<file path="src/sv/hac_pkg.sv">
// Shared constants, request codes and lane control type for the Hopfield recall unit.
package hac_pkg;

	localparam int NEURONS_DEF       = 128;
	localparam int LANES             = 16;
	localparam int WEIGHT_BITS_DEF   = 8;
	localparam int ACTIVE_RESET      = 108;
	localparam int SWEEP_LIMIT_RESET = 100;
	localparam int ENERGY_LIMIT      = 2097152;
	localparam int ENERGY_BITS       = 23;

	typedef enum logic [1:0] {
		REQ_TRAIN = 2'd0,
		REQ_PROBE = 2'd1,
		REQ_CLEAR = 2'd2,
		REQ_NONE  = 2'd3
	} req_t;

	localparam logic REG_ACTIVE = 1'b0;
	localparam logic REG_SWEEPS = 1'b1;

	typedef struct packed {
		logic spin_i;    // row neuron, training only
		logic spin_j;    // column neuron of this lane
		logic in_range;  // column below the active neuron count
		logic diag;      // column equals row
	} lane_ctl_t;

endpackage

</file>
<file path="src/sv/hac_lane.sv">
// One lane: Hebbian weight update and signed product for recall.
module hac_lane import hac_pkg::*; #(
	parameter int WB = 8
) (
	input  lane_ctl_t             ctl,
	input  logic signed [WB-1:0]  w,
	output logic signed [WB-1:0]  w_next,
	output logic signed [WB:0]    prod
);

	localparam logic signed [WB:0] W_TOP = (WB+1)'((1 << (WB-1)) - 1);
	localparam logic signed [WB:0] W_BOT = -W_TOP - (WB+1)'(1);

	logic signed [WB:0] sum;

	always_comb begin
		sum = (ctl.spin_i == ctl.spin_j) ? {w[WB-1], w} + (WB+1)'(1)
		                                 : {w[WB-1], w} - (WB+1)'(1);
		if (!ctl.in_range || ctl.diag) begin
			w_next = w;
		end else if (sum > W_TOP) begin
			w_next = W_TOP[WB-1:0];
		end else if (sum < W_BOT) begin
			w_next = W_BOT[WB-1:0];
		end else begin
			w_next = sum[WB-1:0];
		end

		if (!ctl.in_range) begin
			prod = '0;
		end else if (ctl.spin_j) begin
			prod = {w[WB-1], w};
		end else begin
			prod = -{w[WB-1], w};
		end
	end

endmodule

</file>
<file path="config.mk">
export PLATFORM = sky130hd
export DESIGN_NAME = hac_lane
export DESIGN_NICKNAME = d
export VERILOG_FILES = /design/src/sv/hac_pkg.sv /design/src/sv/hac_lane.sv
export SDC_FILE = /design/constraint.sdc
export NUM_CORES = 1
export LEC_CHECK = 0
export ABC_CLOCK_PERIOD_IN_PS = 5900
export BUFFER_PORTS_ARGS = -buffer_cell sky130_fd_sc_hd__buf_2
export CORE_MARGIN = 10
export CORE_UTILIZATION = 59
export DETAILED_ROUTE_END_ITERATION = 16
export PLACE_DENSITY = 0.94
export SLEW_MARGIN = 20
export SYNTH_ARGS = -nofsm -noshare
export SYNTH_HDL_FRONTEND = slang
export SYNTH_SLANG_ARGS = --single-unit
</file>
<file path="constraint.sdc">
create_clock -name vclk -period 5.9
set_input_delay 0 -clock vclk [all_inputs]
set_output_delay 0 -clock vclk [all_outputs]
set_load 0.01 [all_outputs]
</file>
==> results.yml <==
yosys:
  syn_area_sq_um: 882.1
  ys_seq_area_share_pct: 0
  synthCells: 126
  syn-num-nets: 149
  syn_area_per_cell_sq_um: 7.001
  yosysUniqueCellTypes: 48
  yosysTopAreaCell: "ha_1"
  synth_area_leaders: "ha_1 14%, nor2_1 5.5%, xor2_1 5.0%"
  synth_top_area_share_pct: 14.18
  yosys_warnings: 0
route:
  wl_met1_um: 1005
  highest_layer: "met4"
  avgViaCountPerCell: 6.635
  vias: 1108
  drc: 0
  drt_iter0_drc: 68
  route.met3.wl_um: 326
  routed_wl_um: 2668
  ant_nets: 0
  wl_per_cell_um: 15.98
  wl_met2_um: 1267
  firstDrtPassIters: 5
finish:
  clkbuf_count: 0
  finalNonFillerCells: 167
  nets: 177
  register_area_sq_um: 0
  drive_gt1_share_pct: 26.32
  syn2layout_area_growth_pct: 17.30
  numSequentialCells: 0
  antenna_cells: 0
power_and_ir_drop:
  power_mw: 0.1489
  p_leak_nw: 0.4994
  pwr_density_cell_mw_per_mm2: 143.9
  ir_drop_mv: 0.09036
worst_setup_path:
  path_cells: "buf_2 > xor2_1 > inv_1 > fa_1 > nand3b_1 > nand2_1 > and4_1 > o22a_1 > a21boi_0 > o21ai_0 > buf_2"
  critPathBufInv: 3
  start_kind: "input port"
  crit_path_start: "ctl[2]"
  crit_family: "simple AND/OR/NAND/NOR gates"
  cp.depth: 11
  cp.required_ps: 5900
  crit_arrival_ps: 2950
  crit_end: "w_next[2]"
  crit_type: "input port to primary output"
  worst-path-max-fanout: 12
  end_kind: "primary output"
  crit_top_cell: "buf_2"
  cp_slowest_stage_delay_ps: 580
  slowest_stage: "xor2_1"
placed_design:
  gp_congestion: 1.017
  port_buffers: 29
  place_inst: 167
  dp_hpwl_um: 2270
  place_ws_ps: 3001
floorplan:
  initial_core_util_pct: 65.34
  fp.dieW_um: 58.67
  dieArea_sq_mm: 0.003442
  io_pins: 29
  fp.dieH_um: 58.67
  rows: 13
  core_sq_mm: 0.001350
worst_hold_path:
  holdPathStages: 4
  hold_path_class: "input port to primary output"
sta:
  slew_viol_final: 0
  fin_setup_tns_ps: 0
  rsz0062_at_grt: "false"
  slew_headroom_pct: 54.44
  period_minus_slack_ps: 2951
  fin_ws_ps: 2949
  fin_crit_sh_pct: 50.01
  worst_pin_slew_ps: 681.0
  hold_viol: 0
  setup_violations: 0
  max_freq_mhz: 338.9
global_route:
  grt_pass1_wl_um: 4464
  grt_max_degree: 13
  track_usage_pct: 14.82
  grt_pass1_vias: 998
  overflow: 0
  antenna_found_initial: 0
clock_tree:
  cts_resized: 0
  post_cts_buffers: 0
  postCtsHoldBufs: 0
run_status:
  status: "completed"
flow_run:
  drv_cap: 0
-- stage by stage --
stage / hold slack (ps) / instance area (sq um) / utilization, %
3_3_place_gp: 362.2 / 1035 / 76.65
2_1_floorplan: 101.7 / 882.1 / -
4_1_cts: 380.9 / 1035 / 76.65
3_5_place_dp: 380.4 / 1035 / 76.65
6_report: 375.6 / 1035 / 76.65
5_1_grt: 411.5 / 1035 / 76.65
-- area by class of cell --
class	instances	area, sq um
Fill cell	106	315.3
Inverter	9	33.78
Multi-Input combinational cell	114	837.1
Tap cell	15	18.77
Timing Repair Buffer	29	145.1
-- cells in the mapped netlist (2+ instances only) --
| master | n |
|---|---|
| nor3_1 | 3 |
| or3_1 | 2 |
| and3b_1 | 2 |
| a21boi_0 | 3 |
| a31oi_1 | 5 |
| xor2_1 | 5 |
| nor2b_1 | 2 |
| and2_1 | 5 |
| clkbuf_1 | 3 |
| inv_1 | 9 |
| nor2_1 | 13 |
| a21oi_1 | 7 |
| nand2b_1 | 4 |
| o21ai_0 | 8 |
| ha_1 | 10 |
| a21oi_2 | 2 |
| nand2_1 | 8 |
| xnor2_1 | 3 |
| nand4_1 | 2 |
| or2_2 | 2 |
-- tightest hold or removal path, cell delays in order --
cell and delay (ps):
buf_2 130, nand2_1 60, o21ai_0 60, buf_2 130
-- cells by family (layout without fill, tap and decap cells) --
family / count (synthesis) / count (layout) / share of synthesized area (%)
muxes: 1 / 1 / 1.135
buffers and inverters: 12 / 38 / 5.106
adders and majority gates: 11 / 11 / 16.45
AOI/OAI and AO/OA: 45 / 45 / 38.44
xor gates and xnor gates: 9 / 9 / 9.788
and+or+nand+nor: 48 / 48 / 29.08
-- per-layer routing --
metal	global-route usage (%)	vias to the layer above
li1	-	526
met1	17.49	495
met2	25.04	77
met3	4.721	10
met4	3.934	0
met5	0	-
-- cells in the final DEF (no fill, tap or decap), drive strengths merged, types with 2 or more instances in the layout --
cell	Yosys	routed
a211oi	2	2
a21boi	3	3
a21oi	9	9
a31oi	5	5
and2	6	6
and3b	2	2
buf	0	29
ha	10	10
inv	9	9
nand2	8	8
nand2b	4	4
nand4	2	2
nor2	13	13
nor2b	2	2
nor3	3	3
o211ai	2	2
o21ai	9	9
or2	2	2
or3	2	2
xnor2	4	4
xor2	5	5
-- report_power, final --
group | leakage [nW] | switching [mW] | total [mW] | internal (mW)
clock network | 0 | 0 | 0 | 0
registers | 0 | 0 | 0 | 0
logic | 0.499 | 0.0897 | 0.149 | 0.0592
total | 0.499 | 0.0897 | 0.149 | 0.0592
-- worst min path at each step --
stage | start | end | slack [ps]
floorplan | w[0] | w_next[0] | 100
global placement | w[6] | w_next[6] | 360
detailed placement | w[5] | w_next[5] | 380
CTS | w[5] | w_next[5] | 380
global route | w[0] | w_next[0] | 410
finish | w[6] | w_next[6] | 380
Power figures use the tool's default switching activity.
