File: src/sv/hac_pkg.sv
// Shared constants, request codes and lane control type for the Hopfield recall unit.
package hac_pkg;

	localparam int NEURONS_DEF       = 128;
	localparam int LANES             = 16;
	localparam int WEIGHT_BITS_DEF   = 8;
	localparam int ACTIVE_RESET      = 108;
	localparam int SWEEP_LIMIT_RESET = 100;
	localparam int ENERGY_LIMIT      = 2097152;
	localparam int ENERGY_BITS       = 23;

	typedef enum logic [1:0] {
		REQ_TRAIN = 2'd0,
		REQ_PROBE = 2'd1,
		REQ_CLEAR = 2'd2,
		REQ_NONE  = 2'd3
	} req_t;

	localparam logic REG_ACTIVE = 1'b0;
	localparam logic REG_SWEEPS = 1'b1;

	typedef struct packed {
		logic spin_i;    // row neuron, training only
		logic spin_j;    // column neuron of this lane
		logic in_range;  // column below the active neuron count
		logic diag;      // column equals row
	} lane_ctl_t;

endpackage

File: src/sv/hac_merge.sv
// Merge stage: sums the lane products of one row band.
module hac_merge import hac_pkg::*; #(
	parameter int PW = 9,
	parameter int OW = 17
) (
	input  logic signed [LANES-1:0][PW-1:0] prod,
	output logic signed [OW-1:0]            sum
);

	logic signed [OW-1:0] half [4];

	always_comb begin
		for (int g = 0; g < 4; g++) begin
			half[g] = OW'($signed(prod[4*g]))   + OW'($signed(prod[4*g+1]))
			        + OW'($signed(prod[4*g+2])) + OW'($signed(prod[4*g+3]));
		end
		sum = (half[0] + half[1]) + (half[2] + half[3]);
	end

endmodule

File: config.mk
export PLATFORM = sky130hd
export DESIGN_NAME = hac_merge
export DESIGN_NICKNAME = d
export VERILOG_FILES = /design/src/sv/hac_pkg.sv /design/src/sv/hac_merge.sv
export SDC_FILE = /design/constraint.sdc
export NUM_CORES = 1
export LEC_CHECK = 0
export BUFFER_PORTS_ARGS = -buffer_cell sky130_fd_sc_hd__buf_2
export CORE_UTILIZATION = 50
export DETAILED_ROUTE_END_ITERATION = 10
export PLACE_DENSITY = 0.92
export SLEW_MARGIN = 15
export SYNTH_ARGS = -nofsm -noshare
export SYNTH_HDL_FRONTEND = slang
export SYNTH_SLANG_ARGS = --single-unit
File: constraint.sdc
create_clock -name vclk -period 6.1
set_clock_uncertainty 0.05 [all_clocks]
set_input_delay 0 -clock vclk [all_inputs]
set_output_delay 0 -clock vclk [all_outputs]
set_load 0.02 [all_outputs]
==> results of run 1 <==
metrics by stage:
step	util [%]	std cells	hold WS, ps
after floorplan	-	400	160
after global placement	63.8	659	295
after detailed placement	63.8	659	298
after CTS	63.8	659	304
after global routing	63.8	659	329
final	63.8	659	301
synthesized netlist by cell type (all sizes together):
cell type,number,area (sq um)
nand4,2,12.5
o21a,1,8.76
nand3,5,25.0
or3,2,12.5
and2,1,6.26
xnor2,8,70.1
nor3,3,15.0
o211ai,1,12.5
a21oi,9,45.0
inv,183,687
a2111o,1,11.3
o31a,1,17.5
a21boi,1,11.3
nand2,4,15.0
xor2,2,17.5
fa,136,2720
o21ai,3,18.8
nor4,1,6.26
and4,2,17.5
nor2,3,11.3
a21o,5,37.5
ha,19,238
a311oi,1,8.76
nor2b,1,13.8
buf,4,30.0
a221oi,1,8.76
how the worst min path moves through the flow:
stage / from / end / slack [ps] / cells after the start
2_1_floorplan: prod[135] / sum[0] / 160 / 1
3_3_place_gp: prod[135] / sum[0] / 300 / 3
3_5_place_dp: prod[135] / sum[0] / 300 / 3
4_1_cts: prod[135] / sum[0] / 300 / 3
5_1_grt: prod[135] / sum[0] / 330 / 3
6_report: prod[135] / sum[0] / 300 / 3
metal layers:
metal,vias to the layer above,GRT usage [%],share of wire [%]
met5,-,0,0
met2,139,47.5,61
met3,18,2.46,5.7
met1,1526,22.5,31
met4,0,4.95,2.4
li1,1400,-,-
logic make-up after synthesis:
family | count (synthesis) | synth area share, %
buf+inv | 187 | 17.6
fa+ha+maj | 155 | 72.6
compound gates | 24 | 4.42
simple gates | 24 | 3.31
xor+xnor | 10 | 2.15
final cells by class:
cell class	instances	area (sq um)	area share (%)
inverter	183	687	13.8
multi-input combinational	213	3360	67.5
tap	102	128	2.56
timing repair buffer	161	806	16.2
critical path, stage by stage:
cell and delay [ps]:
buf_2 80, inv_1 50, fa_1 510, fa_1 550, inv_1 60, fa_1 490, fa_1 550, inv_1 50
fa_1 500, fa_1 410, inv_1 70, ha_1 160, inv_1 60, fa_1 500, nor2b_4 150, o31a_4 130
o21ai_2 70, a2111o_1 430, o211ai_2 70, buf_2 180
==> results.cfg, run 1 <==
[run_status]
status = complete, no violations

[floorplanning]
io_pins = 161
die_area_sq_um = 8530
fp-row-count = 32
die_w_um = 92.3
coreArea_sq_um = 7810
fp.dieH_um = 92.3
initial_core_util_pct = 52.3

[sta]
rsz0062_at_grt = no
worst_pin_slew_ps = 290
period_share_pct = 83.8
finalSetupViolCount = 0
setup_tns_ps = 0
hold_violations = 0
min_period_ps = 5110
maxSlewViolCount = 0
max_freq_mhz = 196
setup_slack_ps = 986
maxSlewHeadroom_pct = 80.7

[detailed_routing]
vias = 3083
drt-initial-drc-count = 69
drt_pass1_iterations = 4
wl_per_cell_um = 13.4
finalWirelength_um = 8820
ant_nets = 0
route.detailed.drc = 0
vias_per_cell = 4.68

[worst_setup_path]
critPathLaunchType = primary input
critPathRequiredTime_ps = 6050
worstSetupPathType = in -> out
critPathLaunch = prod[110]
endpoint = sum[12]
cp_max_fo = 4
worstPathArrival_ps = 5060
end_kind = primary output

[run]
cap_violations = 0

[global_route]
grt.overflow.total = 0
grt_pass1_vias = 3636
grt_pass1_wl_um = 15000
grtUsageTotal_pct = 22.3
grt_max_degree = 11
antenna_found_initial = 0

[layout]
antennaDiodeCount = 0
area_delta_synth_final_pct = 22.1
n_sequential_cell = 0
num-fill-cells = 621
fin_area_sq_um = 4980
drive_gt1_share_pct = 30.0
seq_area_sq_um = 0
n_clock_buffer = 0
fin_nets = 858
layout_common_cells = inv_1, buf_2, fa_1
final_common_cell = inv_1

[clock_tree]
cts_resized = 0
cts_setup_buffers = 0
postCtsHoldBufs = 0

[place]
placed_area_sq_um = 4980
routabilityCongestion = 0.831
dp_hpwl_um = 8810
port_buffers = 161
dpl_worst_slack_ps = 979

[synthesis]
netlist_area_sq_um = 4080
syn_inst = 400
synth_fp_nets = 699
synth_area_per_cell_sq_um = 10.2
yosys_warnings = 0
yosysUniqueCellTypes = 27
ys_seq_area_share_pct = 0

[min_path]
hp-class = in -> out
Power of run 1 is left out: the tool's default activity adds up to more than one toggle a clock period on the data nets, which glitch-free logic cannot reach.
==> inputs of run 2 (changes only) <==
==> constraint.sdc (replaced) <==
create_clock -name vclk -period 5.2
set_clock_uncertainty 0.05 [all_clocks]
set_input_delay 0 -clock vclk [all_inputs]
set_output_delay 0 -clock vclk [all_outputs]
set_load 0.02 [all_outputs]
==> run 2 against run 1 <==
Against the previous run: first-iteration DRC count is 5.8% higher; critical path type unchanged; via count hardly changed; setup slack worse by 730 ps; cell count stayed put; highest routed layer unchanged; worst hold slack stayed put; critical endpoint unchanged; count of clock-buffer cells in the layout stayed put; final area is 0.10% higher; routed wire length is 0.18% higher; global-route usage stayed put; die area stayed put.
==> results.cfg, run 2 (same netlist as run 1, synthesis figures left out) <==
[place]
routabilityCongestion = 0.831
dp_hpwl_um = 8810
port_buffers = 161
placed_area_sq_um = 4980

[sta]
period_share_pct = 95.2
timing.hold.ws_ps = 301
maxSlewHeadroom_pct = 80.7
hold_violations = 0
setup_tns_ps = 0
worst_pin_slew_ps = 290
rsz0062_at_grt = no
maxSlewViolCount = 0
min_period_ps = 4950
finalSetupViolCount = 0
max_freq_mhz = 202

[global_route]
grtUsageTotal_pct = 22.3
grt.overflow.total = 0
grt_pass1_vias = 3636
grt_pass1_wl_um = 15000
grt_max_degree = 11
antenna_found_initial = 0

[layout]
final_common_cell = inv_1
antennaDiodeCount = 0
num-fill-cells = 620
area_delta_synth_final_pct = 22.3
fin_nets = 858
n_clock_buffer = 0
layout_common_cells = inv_1, buf_2, fa_1
n_sequential_cell = 0
drive_gt1_share_pct = 30.2
fin_area_sq_um = 4990
seq_area_sq_um = 0

[clock_tree]
cts_setup_buffers = 0
postCtsHoldBufs = 0

[floorplanning]
fp-row-count = 32
io_pins = 161
die_area_sq_um = 8530
die_w_um = 92.3
coreArea_sq_um = 7810
fp.dieH_um = 92.3
initial_core_util_pct = 52.3

[worst_setup_path]
crit_slowest_cell = fa_1
worstPathArrival_ps = 4900
worstSetupPathType = in -> out
cp_max_fo = 4
cpMostUsedCell = fa_1
cpPeakStageDelay_ps = 530
cp_cell_sequence = buf_2 -> fa_1 -> inv_1 -> fa_1 -> inv_1 -> fa_1 -> fa_1 -> inv_1 -> fa_1 -> fa_1 -> inv_1 -> ha_1 -> inv_1 -> fa_2 -> nor2b_4 -> o31a_4 -> o21ai_2 -> a2111o_1 -> o211ai_2 -> buf_4
path_buf_inv = 7
critPathLaunchType = primary input
end_kind = primary output
cpLargestDelayFamily = adder cells
critPathRequiredTime_ps = 5150

[min_path]
hp-class = in -> out

[detailed_routing]
drt-initial-drc-count = 73
route.detailed.drc = 0
vias = 3085
wl_per_cell_um = 13.4
finalWirelength_um = 8830
vias_per_cell = 4.68
drt_pass1_iterations = 4
ant_nets = 0

[run]
cap_violations = 0

[run_status]
status = complete, no violations
run 2: cell counts in the layout (fill, tap and decap cells not counted):
Identical to the previous run, type by type.
run 2: layer usage:
| metal | routed length, um | share of wire [%] | vias to the layer above | GRT usage [%] |
|---|---|---|---|---|
| met2 | 5340 | 60 | 137 | 47.5 |
| met1 | 2780 | 31 | 1530 | 22.5 |
| met5 | 0 | 0 | - | 0 |
| li1 | - | - | 1400 | - |
| met3 | 494 | 5.6 | 18 | 2.46 |
| met4 | 214 | 2.4 | 0 | 4.95 |
run 2: final timing paths:
| path | from | to | slack, ps | depth (start not counted) |
|---|---|---|---|---|
| setup / recovery | prod[56] | sum[12] | 250 | 20 |
| hold / removal | prod[135] | sum[0] | 300 | 3 |
run 2: area by class of cell:
cell class	count	area [sq um]	area share [%]
tap	102	128	2.56
multi-input combinational	213	3370	67.5
inverter	183	687	13.8
timing repair buffer	161	808	16.2
run 2: stage by stage:
stage,setup WS (ps),cells,util (%)
after CTS,60.5,659,63.8
after global placement,141,659,63.8
after detailed placement,78.9,659,63.8
final,251,659,63.9
after floorplan,440,400,-
after global routing,29.5,659,63.9
run 2: what timing repair did:
item | in CTS | in global routing
resized for setup | 0 | 2
endpoints found under the hold margin | 0 | 0
setup endpoints to repair | 0 | 2
Power of run 2 is left out for the same reason.
